===== src/qct_pkg.sv =====
// Shared types and constants for the queen conflict tracker.
// Used by qct_update, qct_index and queen_conflict_tracker_unit.
package qct_pkg;

    localparam int CNT_W   = 11;
    localparam int TOTAL_W = 12;
    localparam int COORD_W = 10;
    localparam int WORK_W  = 15;   // width of the unreduced index values

    typedef logic [CNT_W-1:0]   cnt_t;
    typedef logic [TOTAL_W-1:0] total_t;
    typedef logic [COORD_W-1:0] coord_t;

    localparam cnt_t   CNT_MAX   = 11'd2047;
    localparam total_t TOTAL_MAX = 12'd4095;
    localparam cnt_t   EMPTY_COL = 11'd2047;

    localparam logic OP_PLACE  = 1'b0;
    localparam logic OP_REMOVE = 1'b1;

    // Line counts and stored queen column read for one request
    typedef struct packed {
        cnt_t row_cnt;
        cnt_t col_cnt;
        cnt_t sum_cnt;
        cnt_t diff_cnt;
        cnt_t queen_col;
    } line_rec_t;

    // Outcome of one request
    typedef struct packed {
        logic   wr;
        logic   ok;
        total_t total;
        logic   attacked;
    } upd_res_t;

endpackage


===== src/qct_update.sv =====
// Modify step of the read-modify-write: new line counts, conflict total,
// attack flag and remove check. Uses qct_pkg.
module qct_update import qct_pkg::*; (
    input  logic      op,
    input  coord_t    col,
    input  line_rec_t cur,
    input  total_t    conflicts,
    output line_rec_t nxt,
    output upd_res_t  res
);

    function automatic cnt_t sat_inc(input cnt_t c);
        return (c == CNT_MAX) ? c : c + 11'd1;
    endfunction

    function automatic cnt_t sat_dec(input cnt_t c);
        return (c == '0) ? c : c - 11'd1;
    endfunction

    function automatic logic [2:0] multi(input cnt_t c);
        return {2'b00, (c > 11'd1)};
    endfunction

    line_rec_t  inc;
    logic [2:0] n_place;
    logic [2:0] n_remove;
    logic [12:0] sum_place;
    logic       match;

    always_comb begin
        inc.row_cnt   = sat_inc(cur.row_cnt);
        inc.col_cnt   = sat_inc(cur.col_cnt);
        inc.sum_cnt   = sat_inc(cur.sum_cnt);
        inc.diff_cnt  = sat_inc(cur.diff_cnt);
        inc.queen_col = {1'b0, col};

        n_place  = multi(inc.row_cnt) + multi(inc.col_cnt)
                 + multi(inc.sum_cnt) + multi(inc.diff_cnt);
        n_remove = multi(cur.row_cnt) + multi(cur.col_cnt)
                 + multi(cur.sum_cnt) + multi(cur.diff_cnt);
        sum_place = {1'b0, conflicts} + 13'(n_place);
        match = (cur.queen_col == {1'b0, col});

        nxt = inc;
        res.wr       = 1'b1;
        res.ok       = 1'b1;
        res.attacked = 1'b0;
        res.total    = conflicts;
        if (op == OP_PLACE) begin
            res.total    = sum_place[12] ? TOTAL_MAX : sum_place[11:0];
            res.attacked = (inc.col_cnt > 11'd1) || (inc.sum_cnt > 11'd1)
                        || (inc.diff_cnt > 11'd1);
        end else begin
            nxt.row_cnt   = sat_dec(cur.row_cnt);
            nxt.col_cnt   = sat_dec(cur.col_cnt);
            nxt.sum_cnt   = sat_dec(cur.sum_cnt);
            nxt.diff_cnt  = sat_dec(cur.diff_cnt);
            nxt.queen_col = EMPTY_COL;
            if (!match) begin
                res.wr = 1'b0;
                res.ok = 1'b0;
            end else if (conflicts < 12'(n_remove)) begin
                res.total = '0;
            end else begin
                res.total = conflicts - 12'(n_remove);
            end
        end
    end

endmodule


===== config.mk =====
export PLATFORM = sky130hd
export DESIGN_NAME = qct_update
export DESIGN_NICKNAME = d
export VERILOG_FILES = /design/src/qct_pkg.sv /design/src/qct_update.sv
export SDC_FILE = /design/constraint.sdc
export NUM_CORES = 1
export LEC_CHECK = 0
export BUFFER_PORTS_ARGS = -buffer_cell sky130_fd_sc_hd__buf_2
export CAP_MARGIN = 25
export CORE_MARGIN = 8
export CORE_UTILIZATION = 52
export DETAILED_ROUTE_END_ITERATION = 8
export GPL_TIMING_DRIVEN = 0
export PLACE_DENSITY = 0.86
export SYNTH_ARGS = -nofsm -noshare
export SYNTH_HDL_FRONTEND = slang
export SYNTH_SLANG_ARGS = --single-unit

===== constraint.sdc =====
create_clock -name vclk -period 7.5
set_input_delay 1.5 -clock vclk [all_inputs]
set_output_delay 1.5 -clock vclk [all_outputs]
set_load 0.02 [all_outputs]

==> impl_results.md <==
* Run status: finished clean
* Number of warnings printed during yosys synthesis at 0
* Post-layout worst setup margin at 0.1343 ns
* Number of non-filler instances in the completed layout at 774
* Number of fill cells in the layout at roughly 600
* Min Tclk post-route at ~7.4 ns
* Final hold vios at 0
* Fraction of the yosys area taken by sequential cells at 0
* Count of port buffers added during placement at ~120
* Fraction of post-synthesis cell area in the top cell type by area at 0.07338
* Maximum vdd ir drop at 0.00002853 V
* Fraction of layout cells with a size suffix above 1 at 0.2522
* Cell area after synthesis at approximately 3600 µm²
* Std-Cell Rows at 30
* Highest attainable clock frequency at roughly 0.14 GHz
* Data required time at the worst endpoint at approximately 6 ns
* Main area contributors after synthesis: sky130_fd_sc_hd__ha_1, sky130_fd_sc_hd__xor2_1, sky130_fd_sc_hd__xnor2_1
* Post-Place Worst Slack at -0.4722 ns
* Final sequential cell count at 0
* Placeable Area at roughly 6700 µm²
* Count of TritonRoute iterations in the first routing pass at 6
* Path type of the worst min-delay path: in -> out
* Placed cell area at ~4300 µm²
* Endpoint kind of the worst setup timing path: output port
* Half-perimeter wire length of the detailed placement result at ~10000 µm
* Sum of negative setup slack at 0 ns
* Ant. Diodes at 0
* Top-count cell post-synth: sky130_fd_sc_hd__nand2_1
* Gate count of the mapped netlist at approximately 570
* CLK BUF at 0
* Post-Synthesis Net Count at 676
* CTS Hold Bufs at 0
* Post-synthesis to final-layout area growth at 23.69%
* Launching instance or port of the critical path: cur[48]
* ANT nets after route at 0
* Most frequent cells after synthesis: sky130_fd_sc_hd__nand2_1, sky130_fd_sc_hd__nor2_1, sky130_fd_sc_hd__clkbuf_1
* Total global-route track usage at 0.2559
* Number of DRC violations after detailed routing at 0
* Global-route wire length before repair at between 20000 and 25000 µm
* Hold path startpoint: col[9]
* Most frequent CP cell: sky130_fd_sc_hd__ha_1
* Start-to-end type of the worst setup path: in -> out
* DRC violation total after the first TritonRoute iteration at about 530
* Total of endpoints with negative setup slack in the final report at 0
* Sequential cell area in the final layout at 0 µm²
* Fin nets at 800
* Cells traversed along the worst timing path: clkbuf_1 -> or4_1 -> or4_4 -> nor3_4 -> fa_1 -> inv_1 -> ha_1 -> ha_1 -> inv_1 -> ha_1 -> nor2b_1 -> or3_4 -> or4_4 -> o21ai_4 -> nor4_1 -> a221o_1 -> buf_2
* Wire length per cell at between 15 and 20 µm
* Critical path data arrival time at approximately 6 ns
* Synth cell types at 60
* Detailed-route vias per instance at ~6.4
* Type of element launching the critical path: input port
* P per Cell Area at 54.60 nW/µm²
* Final period util at 0.9821
* Max-slew violation count at 0
* Max Cap Viol at 0
* Largest area contributor in the synthesized netlist: sky130_fd_sc_hd__ha_1
* Critical Path Max Stage Delay at 0.68 ns
* Leakage dissipation at around 1.8 nW
* Initial Util at 0.5330
* Worst path slowest cell: sky130_fd_sc_hd__or4_1
* IO Pins at 148
* Die Y at about 100 µm
* Placed cells at roughly 770
* Antenna violations before repair at 0
* Largest net degree at the start of global routing at 11
* Routed via count at 4942
* Slew at the pin with the worst max-slew slack at about 0.94 ns
* Routability cong. at slightly below 1
* Via count of the first global-routing pass at 4735
* Final Total Pwr at 0.2419 mW
* Grt ovf at 0
* Chip width at slightly below 100 µm
* Max-slew headroom at the worst pin at 0.3713
* Final instance area at 4429 µm²
* Die area at 9798 µm²
* Final routed wirelength across all metal layers at between 10000 and 15000 µm
* Mapped Avg Cell Area at about 6.3 µm²
* Maximum fanout count along the critical path at 7
through the flow:
stage / util / hold slack, ns
finish: 0.6592 / 3.330
CTS: 0.6516 / 3.332
global route: 0.6592 / 3.344
detailed placement: 0.6380 / 3.332
floorplan: - / 3.113
global placement: 0.6380 / 3.328
where the power goes:
part           switching, mW  internal [mW]  total, mW
combinational          0.157         0.0847      0.242
sequential                 0              0          0
clock                      0              0          0
total                  0.157         0.0847      0.242
placed cells by master, fill, tap and decap left out, drive strengths merged, types with 4 or more instances in the layout:
| master | count |
|---|---|
| nand4 | 15 |
| ha | 21 |
| nand2b | 4 |
| nor2b | 7 |
| a21oi | 28 |
| nor4 | 23 |
| nand2 | 54 |
| a21o | 4 |
| o211ai | 4 |
| nor3 | 30 |
| nor3b | 6 |
| clkbuf | 42 |
| and2 | 5 |
| buf | 133 |
| or4 | 6 |
| xnor2 | 28 |
| or3 | 8 |
| and3 | 8 |
| a211oi | 8 |
| o31ai | 6 |
| o22ai | 8 |
| nor2 | 47 |
| fa | 5 |
| mux2i | 7 |
| inv | 25 |
| xor2 | 30 |
| nand3 | 27 |
| nand4b | 4 |
| o21ai | 28 |
| a31oi | 18 |
| or2 | 15 |
worst max-delay path, delay by kind of cell:
kind | cells | cell delay (ns)
compound gates | 2 | 0.48
simple gates | 7 | 2.45
fa+ha+maj | 4 | 1.00
buf+inv | 4 | 0.45
cell type report:
| class | count | area, µm² | area share |
|---|---|---|---|
| tap | 80 | 100.1 | 0.02260 |
| multi-input combinational | 494 | 3391 | 0.7655 |
| inverter | 25 | 93.84 | 0.02119 |
| timing repair buffer | 126 | 645.6 | 0.1458 |
| buffer | 49 | 198.9 | 0.04492 |
logic make-up after synthesis:
| family | Yosys count | share of synthesized area |
|---|---|---|
| adders and majority gates | 26 | 0.1013 |
| buffers and inverters | 78 | 0.08491 |
| and+or+nand+nor | 269 | 0.3997 |
| AOI/OAI and AO/OA | 131 | 0.2432 |
| xor gates and xnor gates | 58 | 0.1419 |
| muxes | 10 | 0.02900 |
timing repair:
action	4_1_cts	5_1_grt
buffers inserted	2	3
pin swaps	1	4
setup endpoints to repair	12	12
gates resized for setup	15	12
layer usage:
metal / vias to the layer above / GRT usage / wire (µm)
li1: 2332 / - / -
met1: 2261 / 0.3132 / 5415
met2: 311 / 0.4491 / 6389
met3: 38 / 0.03946 / 1301
met4: 0 / 0.06966 / 359
met5: - / 0 / 0
worst paths after layout:
path	endpoint	slack (ns)	cells past startpoint
hold / removal	nxt[9]	3.33	3
setup / recovery	res[5]	0.13	17
Power figures use the tool's default switching activity.
