$ cat src/qct_pkg.sv
// Shared types and constants for the queen conflict tracker.
// Used by qct_update, qct_index and queen_conflict_tracker_unit.
package qct_pkg;

    localparam int CNT_W   = 11;
    localparam int TOTAL_W = 12;
    localparam int COORD_W = 10;
    localparam int WORK_W  = 15;   // width of the unreduced index values

    typedef logic [CNT_W-1:0]   cnt_t;
    typedef logic [TOTAL_W-1:0] total_t;
    typedef logic [COORD_W-1:0] coord_t;

    localparam cnt_t   CNT_MAX   = 11'd2047;
    localparam total_t TOTAL_MAX = 12'd4095;
    localparam cnt_t   EMPTY_COL = 11'd2047;

    localparam logic OP_PLACE  = 1'b0;
    localparam logic OP_REMOVE = 1'b1;

    // Line counts and stored queen column read for one request
    typedef struct packed {
        cnt_t row_cnt;
        cnt_t col_cnt;
        cnt_t sum_cnt;
        cnt_t diff_cnt;
        cnt_t queen_col;
    } line_rec_t;

    // Outcome of one request
    typedef struct packed {
        logic   wr;
        logic   ok;
        total_t total;
        logic   attacked;
    } upd_res_t;

endpackage

$ cat src/qct_index.sv
// Line index generation: row, column and both diagonal addresses, wrapped to
// the memory depths by constant compare-and-subtract steps. Uses qct_pkg.
module qct_index import qct_pkg::*; #(
    parameter int MAX_N = 1024
) (
    input  coord_t                       row,
    input  coord_t                       col,
    input  cnt_t                         board_size,
    output logic [$clog2(MAX_N)-1:0]     ri,
    output logic [$clog2(MAX_N)-1:0]     ci,
    output logic [$clog2(2*MAX_N)-1:0]   si,
    output logic [$clog2(2*MAX_N)-1:0]   di
);

    localparam int RIW  = $clog2(MAX_N);
    localparam int DIW  = $clog2(2*MAX_N);
    localparam int M2   = 2*MAX_N;
    localparam int RMAX = 1023;
    localparam int SMAX = 2046;
    // bias keeps row - col + board_size nonnegative, a multiple of M2
    localparam int BIAS = M2 * ((RMAX + M2 - 1) / M2);
    localparam int DMAX = RMAX + 2047 + BIAS;

    always_comb begin
        logic [WORK_W-1:0] xr;
        logic [WORK_W-1:0] xc;
        logic [WORK_W-1:0] xs;
        logic [WORK_W-1:0] xd;
        xr = WORK_W'(row);
        xc = WORK_W'(col);
        xs = WORK_W'(row) + WORK_W'(col);
        xd = WORK_W'(row) + WORK_W'(BIAS) + WORK_W'(board_size) - WORK_W'(col);
        // only the steps whose multiple can fit below the max value survive
        for (int k = 11; k >= 0; k--) begin
            if ((MAX_N << k) <= RMAX) begin
                if (xr >= WORK_W'(MAX_N << k)) xr = xr - WORK_W'(MAX_N << k);
                if (xc >= WORK_W'(MAX_N << k)) xc = xc - WORK_W'(MAX_N << k);
            end
            if ((M2 << k) <= SMAX) begin
                if (xs >= WORK_W'(M2 << k)) xs = xs - WORK_W'(M2 << k);
            end
            if ((M2 << k) <= DMAX) begin
                if (xd >= WORK_W'(M2 << k)) xd = xd - WORK_W'(M2 << k);
            end
        end
        ri = xr[RIW-1:0];
        ci = xc[RIW-1:0];
        si = xs[DIW-1:0];
        di = xd[DIW-1:0];
    end

endmodule

$ cat config.mk
export PLATFORM = sky130hd
export DESIGN_NAME = qct_index
export DESIGN_NICKNAME = d
export VERILOG_FILES = /design/src/qct_pkg.sv /design/src/qct_index.sv
export SDC_FILE = /design/constraint.sdc
export NUM_CORES = 1
export LEC_CHECK = 0
export BUFFER_PORTS_ARGS = -buffer_cell sky130_fd_sc_hd__clkbuf_2
export CAP_MARGIN = 0
export CORE_MARGIN = 2
export CORE_UTILIZATION = 45
export DETAILED_ROUTE_END_ITERATION = 10
export PLACE_DENSITY = 0.88
export SETUP_SLACK_MARGIN = 0.5
export SLEW_MARGIN = 10
export SYNTH_ARGS = -nofsm -noshare
export SYNTH_HDL_FRONTEND = slang
export SYNTH_SLANG_ARGS = --single-unit
$ cat constraint.sdc
create_clock -name vclk -period 2.3
set_input_delay 0.23 -clock vclk [all_inputs]
set_output_delay 0.23 -clock vclk [all_outputs]
set_load 0.01 [all_outputs]
==> metrics.txt, run 1 <==
# TYPE chip_impl_metric gauge
chip_impl_info{name="status",value="finished with violations"} 1
chip_impl_info{name="violations",value="setup timing"} 1
chip_impl_metric{name="num_io_pins",unit=""} 73
chip_impl_metric{name="syn_inst",unit=""} 191
chip_impl_metric{name="setup_viol",unit=""} 6
chip_impl_metric{name="final-hold-violation-count",unit=""} 0
chip_impl_metric{name="synth.top_cell.area_share",unit=""} 0.2538
chip_impl_metric{name="period_needed",unit="ns"} 2.679
chip_impl_metric{name="switchingPower",unit="mW"} 0.4834
chip_impl_metric{name="gp_congestion",unit=""} 0.8114
chip_impl_metric{name="combPwrFrac",unit=""} 1.000
chip_impl_metric{name="drtPass1Iterations",unit=""} 4
chip_impl_metric{name="timing.final.ws_setup",unit="ns"} -0.3794
chip_impl_info{name="rsz0062_at_grt",value="yes"} 1
chip_impl_metric{name="sw_frac",unit=""} 0.4832
chip_impl_metric{name="area_delta_synth_final",unit="%"} 59.81
chip_impl_info{name="hold_end",value="ci[9]"} 1
chip_impl_metric{name="vias_per_cell",unit=""} 4.759
chip_impl_metric{name="vias",unit=""} 1542
chip_impl_metric{name="timing.max_slew.rel_slack",unit=""} 0.7621
chip_impl_metric{name="number_of_fillers_in_the_final_layout",unit=""} 226
chip_impl_metric{name="holdWs",unit="ns"} 0.6902
chip_impl_info{name="critPathCaptureType",value="primary output"} 1
chip_impl_metric{name="detail_route.wirelength",unit="µm"} 4251
chip_impl_metric{name="ir_drop",unit="µV"} 371.3
chip_impl_metric{name="drv_slew",unit=""} 0
chip_impl_metric{name="pwr-share-seq",unit=""} 0
chip_impl_info{name="min_from",value="col[9]"} 1
chip_impl_metric{name="grt_first_pass_wirelength",unit="µm"} 6016
chip_impl_metric{name="report.power.total",unit="mW"} 1.000
chip_impl_metric{name="fp.dieArea",unit="µm²"} 3761
chip_impl_info{name="worstHoldPathType",value="in -> out"} 1
chip_impl_metric{name="global_route.overflow_total",unit=""} 0
chip_impl_metric{name="p_leak",unit="nW"} 1.290
chip_impl_metric{name="detailedRoute.firstIterationViolations",unit=""} 11
chip_impl_metric{name="slowest_delay",unit="ns"} 0.55
chip_impl_metric{name="rows",unit=""} 20
chip_impl_metric{name="synth_sequential_area_ratio",unit=""} 0
chip_impl_metric{name="seq_cells",unit=""} 0
chip_impl_info{name="synth.area.top_cells",value="sky130_fd_sc_hd__ha_1 (25%), sky130_fd_sc_hd__fa_1 (15%), sky130_fd_sc_hd__inv_1 (13%)"} 1
chip_impl_metric{name="post_synth_num_cell_types",unit=""} 32
chip_impl_metric{name="cap_violations",unit=""} 0
chip_impl_metric{name="syn_avg_cell_area",unit="µm²"} 7.743
chip_impl_info{name="setup.worst_path.start_class",value="primary input"} 1
chip_impl_metric{name="power_density",unit="nW/µm²"} 423.3
chip_impl_info{name="path_class",value="in -> out"} 1
chip_impl_metric{name="antenna_cells_inserted",unit=""} 0
chip_impl_metric{name="design.core.area",unit="µm²"} 3078
chip_impl_info{name="synth_area_leader_cell",value="sky130_fd_sc_hd__ha_1"} 1
chip_impl_metric{name="worstPathArrival",unit="ns"} 2.45
chip_impl_metric{name="syn-num-nets",unit=""} 263
chip_impl_metric{name="p_int",unit="mW"} 0.5171
chip_impl_metric{name="wl_per_cell",unit="µm"} 13.12
chip_impl_metric{name="floorplan.initialDensity",unit=""} 0.4805
chip_impl_metric{name="finish.net_count",unit=""} 354
chip_impl_metric{name="detail-route-antenna-nets",unit=""} 0
chip_impl_metric{name="syn_area",unit="µm²"} 1479
chip_impl_metric{name="layout-drive-gt1-share",unit=""} 0.5714
chip_impl_metric{name="grt_antenna_before_repair",unit=""} 0
chip_impl_metric{name="grt_max_degree",unit=""} 7
chip_impl_metric{name="register_area",unit="µm²"} 0
chip_impl_info{name="cp_slowest_cell",value="sky130_fd_sc_hd__fa_1"} 1
chip_impl_info{name="crit_chain",value="buf_6 > fa_1 > inv_2 > fa_2 > a21o_1 > a2111oi_4 > o211ai_2 > a21oi_2 > xnor2_2 > buf_2"} 1
chip_impl_metric{name="globalRouteTotalUtil",unit=""} 0.2077
chip_impl_metric{name="clkbuf_count",unit=""} 0
chip_impl_metric{name="number_of_drc_violations_after_detailed_routing",unit=""} 0
chip_impl_metric{name="placed_wire_length_estimate",unit="µm"} 3264
chip_impl_metric{name="maxClockFrequency",unit="GHz"} 0.3732
chip_impl_metric{name="post-route-period-util",unit=""} 1.165
chip_impl_metric{name="min_delay_path_depth",unit=""} 2
chip_impl_metric{name="die_width",unit="µm"} 61.33
chip_impl_metric{name="timing.critical_path.fanout_max",unit=""} 3
chip_impl_metric{name="max_slew.worst_pin.slew",unit="ns"} 0.3569
chip_impl_metric{name="clkPwrFrac",unit=""} 0
chip_impl_metric{name="yosysWarnings",unit=""} 0
chip_impl_metric{name="io_buffer_count",unit=""} 73
chip_impl_metric{name="grt_pass1_vias",unit=""} 1556
chip_impl_metric{name="chipHeight",unit="µm"} 61.33
chip_impl_metric{name="timing.critical_path.required",unit="ns"} 2.07
synth_stat cells, types with 2 or more instances:
library cell and instances:
sky130_fd_sc_hd__inv_1 52, sky130_fd_sc_hd__nand2_1 3, sky130_fd_sc_hd__a21oi_1 12, sky130_fd_sc_hd__and3_4 2, sky130_fd_sc_hd__nand3_1 4, sky130_fd_sc_hd__o21ai_0 3, sky130_fd_sc_hd__nor2b_1 4, sky130_fd_sc_hd__nor3_1 2
sky130_fd_sc_hd__and3_1 2, sky130_fd_sc_hd__buf_4 20, sky130_fd_sc_hd__fa_1 11, sky130_fd_sc_hd__nor2_1 8, sky130_fd_sc_hd__xnor2_1 13, sky130_fd_sc_hd__ha_1 30, sky130_fd_sc_hd__a31oi_1 2, sky130_fd_sc_hd__o211ai_1 2
sky130_fd_sc_hd__xor2_1 5, sky130_fd_sc_hd__o21bai_1 2
layout make-up:
type	instances	area (µm²)	share of cell area
Multi-Input combinational cell	119	1404	0.5940
Timing Repair Buffer	109	709.4	0.3002
Inverter	52	195.2	0.08258
Tap cell	44	55.05	0.02329
worst max path at each step:
stage | start | to | cells after the start
2_1_floorplan | col[1] | di[8] | 8
3_3_place_gp | col[1] | di[10] | 10
3_5_place_dp | col[1] | di[10] | 10
4_1_cts | col[1] | di[10] | 10
5_1_grt | board_size[0] | di[10] | 12
6_report | col[1] | di[10] | 10
worst max-delay path: cells and delay by family:
family / cells / cell delay (ns)
adders and majority gates: 2 / 0.88
buffers and inverters: 3 / 0.31
AOI/OAI and AO/OA: 4 / 0.90
xor gates and xnor gates: 1 / 0.13
per-stage QoR:
step	setup WS, ns	area [µm²]	std cells	TNS (ns)	utilization
final	-0.3794	2364	324	-1.723	0.7679
after global placement	-0.3879	2036	316	-1.702	0.6614
after CTS	-0.4086	2225	322	-1.534	0.7228
after detailed placement	-0.4946	2036	316	-2.091	0.6614
after floorplan	-0.1330	1555	191	-0.2549	-
after global routing	-0.4567	2364	324	-2.184	0.7679
routing by layer:
metal / GRT usage / wire length (µm)
met5: 0 / 0
met2: 0.4909 / 2473
met1: 0.1833 / 1464
met4: 0.009317 / 14
met3: 0.02101 / 299
what timing repair did:
item	CTS	global route
hold endpoints to repair	0	0
pin swaps	22	22
setup endpoints to repair	17	17
buffers inserted	6	2
gates resized for setup	26	50
hold buffers	0	0
power groups by stage:
stage	Clock, mW	Combinational (mW)	Sequential [mW]
after floorplan	0	0.530	0
after global placement	0	0.799	0
after detailed placement	0	0.826	0
after CTS	0	0.931	0
after global routing	0	1.09	0
final	0	1.00	0
layout by cell type, fill, tap and decap left out, types with 8 or more instances in the layout:
master                      n
sky130_fd_sc_hd__fa_1       9
sky130_fd_sc_hd__buf_2     16
sky130_fd_sc_hd__buf_4     28
sky130_fd_sc_hd__inv_2      8
sky130_fd_sc_hd__buf_6     12
sky130_fd_sc_hd__clkbuf_2  51
sky130_fd_sc_hd__inv_1     44
sky130_fd_sc_hd__ha_4      10
sky130_fd_sc_hd__ha_1      18
sky130_fd_sc_hd__xnor2_1    9
kinds of logic (layout without fill, tap and decap cells):
group / count (synthesis) / after routing / share of synthesized area
and+or+nand+nor: 28 / 28 / 0.1024
xor gates and xnor gates: 18 / 18 / 0.1066
buffers and inverters: 72 / 161 / 0.2335
AOI/OAI and AO/OA: 32 / 32 / 0.1548
adders and majority gates: 41 / 41 / 0.4027
Note: power is estimated with default switching activity, not from simulation.
==> run 2: changes to the inputs <==
Settings changed: CORE_UTILIZATION 45 to 30, PLACE_DENSITY 0.88 to 0.64.
==> run 2 against run 1 <==
Against the previous run: the run still ends with setup timing left; setup slack worse by 0.065 ns; critical endpoint is now di[8]; flip-flop and latch count unchanged; final area is 0.95% higher; combinational power about the same; critical path depth is the same; global-route usage shrank 7.3 points; sequential share of layout area unchanged; via count is 3.6% lower.
==> metrics.txt, run 2 (synthesis gave the netlist of run 1 again) <==
# TYPE chip_impl_metric gauge
chip_impl_info{name="status",value="finished with violations"} 1
chip_impl_info{name="violations",value="setup timing"} 1
chip_impl_metric{name="placed_wire_length_estimate",unit="µm"} 3185
chip_impl_metric{name="setup_viol",unit=""} 7
chip_impl_metric{name="period_needed",unit="ns"} 2.745
chip_impl_info{name="mostFrequentLayoutCell",value="sky130_fd_sc_hd__clkbuf_2"} 1
chip_impl_metric{name="gp_congestion",unit=""} 0.7978
chip_impl_metric{name="drv_slew",unit=""} 0
chip_impl_metric{name="area_delta_synth_final",unit="%"} 61.34
chip_impl_metric{name="sw_frac",unit=""} 0.4812
chip_impl_metric{name="p_leak",unit="nW"} 1.295
chip_impl_metric{name="finish.cell_count_without_fillers",unit=""} 348
chip_impl_metric{name="holdWs",unit="ns"} 0.6811
chip_impl_metric{name="seq_cells",unit=""} 0
chip_impl_metric{name="num_io_pins",unit=""} 73
chip_impl_info{name="setup.worst_path.start_class",value="primary input"} 1
chip_impl_metric{name="final-hold-violation-count",unit=""} 0
chip_impl_metric{name="maxClockFrequency",unit="GHz"} 0.3643
chip_impl_metric{name="global_route.overflow_total",unit=""} 0
chip_impl_metric{name="clkPwrFrac",unit=""} 0
chip_impl_metric{name="detail_route.wirelength",unit="µm"} 3795
chip_impl_info{name="rsz0062_at_grt",value="yes"} 1
chip_impl_metric{name="cap_violations",unit=""} 0
chip_impl_metric{name="finish.net_count",unit=""} 355
chip_impl_info{name="layout.cells.most_common_list",value="sky130_fd_sc_hd__clkbuf_2 (53), sky130_fd_sc_hd__inv_1 (47), sky130_fd_sc_hd__buf_4 (30)"} 1
chip_impl_metric{name="cts_hold_repair.buffers",unit=""} 0
chip_impl_metric{name="number_of_fillers_in_the_final_layout",unit=""} 448
chip_impl_metric{name="floorplan.initialDensity",unit=""} 0.3131
chip_impl_metric{name="antenna_cells_inserted",unit=""} 0
chip_impl_metric{name="wl_per_cell",unit="µm"} 10.91
chip_impl_metric{name="fp.dieArea",unit="µm²"} 5507
chip_impl_metric{name="rows",unit=""} 25
chip_impl_info{name="worstHoldPathType",value="in -> out"} 1
chip_impl_metric{name="worstPathArrival",unit="ns"} 2.51
chip_impl_metric{name="design.core.area",unit="µm²"} 4723
chip_impl_metric{name="vias_per_cell",unit=""} 4.270
chip_impl_metric{name="die_width",unit="µm"} 74.21
chip_impl_metric{name="timing.critical_path.required",unit="ns"} 2.07
chip_impl_metric{name="timing.critical_path.fanout_max",unit=""} 3
chip_impl_metric{name="min_delay_path_depth",unit=""} 2
chip_impl_metric{name="pwr-share-seq",unit=""} 0
chip_impl_metric{name="chipHeight",unit="µm"} 74.21
chip_impl_metric{name="max_slew.worst_pin.slew",unit="ns"} 0.4264
chip_impl_metric{name="io_buffer_count",unit=""} 73
chip_impl_metric{name="p_int",unit="mW"} 0.5053
chip_impl_info{name="path_class",value="in -> out"} 1
chip_impl_metric{name="power_density",unit="nW/µm²"} 408.2
chip_impl_metric{name="timing.final.ws_setup",unit="ns"} -0.4448
chip_impl_metric{name="vias",unit=""} 1486
chip_impl_metric{name="detailedRoute.firstIterationViolations",unit=""} 21
chip_impl_metric{name="ir_drop",unit="µV"} 310.0
chip_impl_metric{name="placed_cells_incl_taps",unit=""} 342
chip_impl_info{name="critPathCaptureType",value="primary output"} 1
chip_impl_metric{name="detail-route-antenna-nets",unit=""} 0
chip_impl_metric{name="clkbuf_count",unit=""} 0
chip_impl_metric{name="combPwrFrac",unit=""} 1.000
chip_impl_metric{name="number_of_drc_violations_after_detailed_routing",unit=""} 0
chip_impl_metric{name="grt_pass1_vias",unit=""} 1467
chip_impl_metric{name="report.power.total",unit="mW"} 0.9741
chip_impl_metric{name="grt_antenna_before_repair",unit=""} 0
chip_impl_metric{name="timing.max_slew.rel_slack",unit=""} 0.7136
chip_impl_metric{name="globalRouteTotalUtil",unit=""} 0.1348
chip_impl_metric{name="grt_first_pass_wirelength",unit="µm"} 6147
chip_impl_metric{name="post-route-period-util",unit=""} 1.193
chip_impl_metric{name="layout-drive-gt1-share",unit=""} 0.5658
chip_impl_metric{name="register_area",unit="µm²"} 0
chip_impl_metric{name="switchingPower",unit="mW"} 0.4688
chip_impl_metric{name="grt_max_degree",unit=""} 7
chip_impl_metric{name="drtPass1Iterations",unit=""} 4
## run 2: changes by cell type in the layout (fill, tap and decap cells not counted), sizes merged
cell and change:
clkbuf +1
## run 2: routing by layer
layer	vias to the layer above	GRT usage	wire, µm
met1	664	0.1732	1666
met5	-	0	0
met2	68	0.2579	1825
met3	0	0.01491	303
li1	754	-	-
met4	0	0	0
## run 2: worst max-delay path, stage by stage
cell	delay, ns
sky130_fd_sc_hd__buf_6	0.10
sky130_fd_sc_hd__fa_1	0.58
sky130_fd_sc_hd__inv_2	0.05
sky130_fd_sc_hd__fa_2	0.33
sky130_fd_sc_hd__a21o_1	0.20
sky130_fd_sc_hd__a2111oi_4	0.43
sky130_fd_sc_hd__o21bai_1	0.10
sky130_fd_sc_hd__a21oi_1	0.19
sky130_fd_sc_hd__xnor2_1	0.14
sky130_fd_sc_hd__buf_2	0.15
## run 2: power by group through the flow
| stage | logic [mW] | registers (mW) | clock network (mW) |
|---|---|---|---|
| 2_1_floorplan | 0.530 | 0 | 0 |
| 3_3_place_gp | 0.820 | 0 | 0 |
| 3_5_place_dp | 0.828 | 0 | 0 |
| 4_1_cts | 0.934 | 0 | 0 |
| 5_1_grt | 1.08 | 0 | 0 |
| 6_report | 0.974 | 0 | 0 |
## run 2: layout make-up
cell class / count / area (µm²) / share of cell area
multi-input combinational: 119 / 1403 / 0.5878
inverter: 52 / 195.2 / 0.08180
tap: 67 / 83.83 / 0.03513
timing repair buffer: 110 / 704.4 / 0.2952
## run 2: path summary, 6_finish.rpt
path / endpoint / startpoint / slack, ns
max: di[8] / col[1] / -0.44
min: ci[9] / col[9] / 0.68
## run 2: stage by stage
step / TNS (ns) / utilization / setup slack, ns / cell area [µm²]
2_1_floorplan: -0.2549 / - / -0.1330 / 1555
3_3_place_gp: -1.993 / 0.4419 / -0.4438 / 2087
3_5_place_dp: -2.154 / 0.4419 / -0.4953 / 2087
4_1_cts: -1.887 / 0.4826 / -0.4363 / 2280
5_1_grt: -3.034 / 0.5052 / -0.5767 / 2386
6_report: -2.357 / 0.5052 / -0.4448 / 2386
## run 2: timing repair
| item | CTS | global route |
|---|---|---|
| pin swaps | 21 | 19 |
| setup buffers | 4 | 2 |
| gates resized for setup | 28 | 40 |
| setup endpoints to repair | 17 | 17 |
==> run 3: changes to the inputs <==
Settings changed: RECOVER_POWER set to 50.
==> run 3 against run 2 <==
Against the previous run: the run still ends with setup timing left; wire length up 0.18%; non-clock buffer count unchanged; combinational power down 0.4%; first-iteration DRC count up 38%; setup slack better by 0.0045 ns; total power down 0.44%; critical path depth unchanged; utilization down 0.45 points; highest routed layer unchanged; final area down 0.89%; global-route usage unchanged; via count down 0.20%; cell count unchanged.
==> metrics.txt, run 3 (synthesis gave the netlist of run 1 again) <==
# TYPE chip_impl_metric gauge
chip_impl_metric{name="floorplan.initialDensity",unit=""} 0.3131
chip_impl_metric{name="clkPwrFrac",unit=""} 0
chip_impl_metric{name="detailedRoute.firstIterationViolations",unit=""} 29
chip_impl_metric{name="combPwrFrac",unit=""} 1.000
chip_impl_metric{name="grt_antenna_before_repair",unit=""} 0
chip_impl_metric{name="chipHeight",unit="µm"} 74.21
chip_impl_metric{name="postLayoutCellArea",unit="µm²"} 2365
chip_impl_metric{name="timing.max_slew.rel_slack",unit=""} 0.7136
chip_impl_info{name="path_class",value="in -> out"} 1
chip_impl_metric{name="area_delta_synth_final",unit="%"} 59.90
chip_impl_metric{name="detail-route-antenna-nets",unit=""} 0
chip_impl_metric{name="cts_hold_repair.buffers",unit=""} 0
chip_impl_info{name="setup.worst_path.start",value="col[1]"} 1
chip_impl_metric{name="ir_drop",unit="µV"} 309.9
chip_impl_metric{name="fp.dieArea",unit="µm²"} 5507
chip_impl_info{name="setup.worst_path.start_class",value="primary input"} 1
chip_impl_metric{name="global_route.overflow_total",unit=""} 0
chip_impl_metric{name="design.core.area",unit="µm²"} 4723
chip_impl_info{name="min_from",value="col[9]"} 1
chip_impl_metric{name="worstPathArrival",unit="ns"} 2.51
chip_impl_metric{name="maxClockFrequency",unit="GHz"} 0.3649
chip_impl_info{name="critPathCaptureType",value="primary output"} 1
chip_impl_metric{name="cap_violations",unit=""} 0
chip_impl_metric{name="timing.critical_path.required",unit="ns"} 2.07
chip_impl_metric{name="vias_per_cell",unit=""} 4.261
chip_impl_metric{name="finish.net_count",unit=""} 355
chip_impl_metric{name="grt_pass1_vias",unit=""} 1467
chip_impl_metric{name="slowest_delay",unit="ns"} 0.57
chip_impl_metric{name="period_needed",unit="ns"} 2.740
chip_impl_metric{name="min_delay_path_depth",unit=""} 2
chip_impl_info{name="status",value="finished with violations"} 1
chip_impl_metric{name="detail_route.wirelength",unit="µm"} 3802
chip_impl_metric{name="register_area",unit="µm²"} 0
chip_impl_metric{name="setup_tns",unit="ns"} -2.326
chip_impl_info{name="violations",value="setup timing"} 1
chip_impl_metric{name="drv_slew",unit=""} 0
chip_impl_metric{name="clkbuf_count",unit=""} 0
chip_impl_metric{name="detailed_place.area",unit="µm²"} 2087
chip_impl_metric{name="grt_first_pass_wirelength",unit="µm"} 6147
chip_impl_metric{name="p_leak",unit="nW"} 1.244
chip_impl_metric{name="pwr-share-seq",unit=""} 0
chip_impl_info{name="mostFrequentLayoutCell",value="sky130_fd_sc_hd__inv_1"} 1
chip_impl_metric{name="num_io_pins",unit=""} 73
chip_impl_info{name="hold_end",value="ci[9]"} 1
chip_impl_metric{name="holdWs",unit="ns"} 0.6793
chip_impl_info{name="rsz0062_at_grt",value="yes"} 1
chip_impl_metric{name="p_int",unit="mW"} 0.5012
chip_impl_metric{name="timing.final.ws_setup",unit="ns"} -0.4403
chip_impl_metric{name="switchingPower",unit="mW"} 0.4686
chip_impl_metric{name="die_width",unit="µm"} 74.21
chip_impl_metric{name="wl_per_cell",unit="µm"} 10.93
chip_impl_metric{name="post-place-ws",unit="ns"} -0.4953
chip_impl_metric{name="sw_frac",unit=""} 0.4832
chip_impl_info{name="worstHoldPathType",value="in -> out"} 1
chip_impl_metric{name="globalRouteTotalUtil",unit=""} 0.1348
chip_impl_metric{name="report.power.total",unit="mW"} 0.9698
chip_impl_metric{name="power_density",unit="nW/µm²"} 410.1
chip_impl_metric{name="io_buffer_count",unit=""} 73
chip_impl_metric{name="max_slew.worst_pin.slew",unit="ns"} 0.4264
chip_impl_metric{name="placed_wire_length_estimate",unit="µm"} 3185
chip_impl_metric{name="gp_congestion",unit=""} 0.7978
chip_impl_metric{name="layout-drive-gt1-share",unit=""} 0.5053
chip_impl_metric{name="seq_cells",unit=""} 0
chip_impl_metric{name="post-route-period-util",unit=""} 1.191
chip_impl_info{name="layout.cells.most_common_list",value="sky130_fd_sc_hd__inv_1 (47), sky130_fd_sc_hd__clkbuf_2 (36), sky130_fd_sc_hd__buf_4 (30)"} 1
chip_impl_metric{name="timing.critical_path.fanout_max",unit=""} 3
chip_impl_metric{name="antenna_cells_inserted",unit=""} 0
chip_impl_metric{name="drtPass1Iterations",unit=""} 4
chip_impl_metric{name="rows",unit=""} 25
chip_impl_metric{name="grt_max_degree",unit=""} 7
chip_impl_info{name="cp_slowest_cell",value="sky130_fd_sc_hd__fa_1"} 1
chip_impl_metric{name="final-hold-violation-count",unit=""} 0
chip_impl_metric{name="vias",unit=""} 1483
chip_impl_info{name="crit_chain",value="buf_6 > fa_1 > inv_2 > fa_2 > a21o_1 > a2111oi_4 > o21bai_1 > a21oi_1 > xnor2_1 > buf_2"} 1
chip_impl_metric{name="setup_viol",unit=""} 7
chip_impl_metric{name="number_of_drc_violations_after_detailed_routing",unit=""} 0
==> run 3: cell types whose count changed in the layout (fill, tap and decap cells not counted) <==
cell / previous run / this run
sky130_fd_sc_hd__clkbuf_2: 53 / 36
sky130_fd_sc_hd__clkbuf_1: 0 / 17
==> run 3: worst max path at each step <==
stage                       end  slack, ns  depth (start not counted)
after global routing      di[8]      -0.58                         10
after CTS                 di[8]      -0.44                         10
after floorplan           di[8]      -0.13                          8
after detailed placement  di[8]      -0.50                         10
final                     di[8]      -0.44                         10
after global placement    di[8]      -0.44                         10
==> run 3: cell type report <==
type | instances | area [µm²]
fillers | 455 | 2359
multi-input cells | 119 | 1403
inverters | 52 | 195.2
well taps | 67 | 83.83
repair buffers | 110 | 683.2
==> run 3: critical path: cells and delay by family <==
family	cells	cell delay, ns
compound gates	4	0.92
fa+ha+maj	2	0.90
buf+inv	3	0.30
xor+xnor	1	0.14
==> run 3: power groups by stage <==
stage | Clock (mW) | Sequential [mW] | Combinational [mW]
4_1_cts | 0 | 0 | 0.934
6_report | 0 | 0 | 0.970
3_5_place_dp | 0 | 0 | 0.828
3_3_place_gp | 0 | 0 | 0.820
2_1_floorplan | 0 | 0 | 0.530
5_1_grt | 0 | 0 | 1.08
==> run 3: through the flow <==
step                utilization  instances
floorplan                     -        191
global placement         0.4419        342
detailed placement       0.4419        342
CTS                      0.4826        346
global route             0.5007        348
finish                   0.5007        348
==> run 3: per-layer routing <==
layer,vias up,track usage,wire (µm)
met2,68,0.2579,1824
met4,0,0,0
met3,0,0.01491,302
li1,753,-,-
met1,662,0.1732,1675
met5,-,0,0
==> run 3: repair_timing <==
item | in CTS | in global routing
pin swaps | 21 | 19
gates cloned | 0 | 0
gates resized for setup | 28 | 40
setup buffers | 4 | 2
setup endpoints to repair | 17 | 17
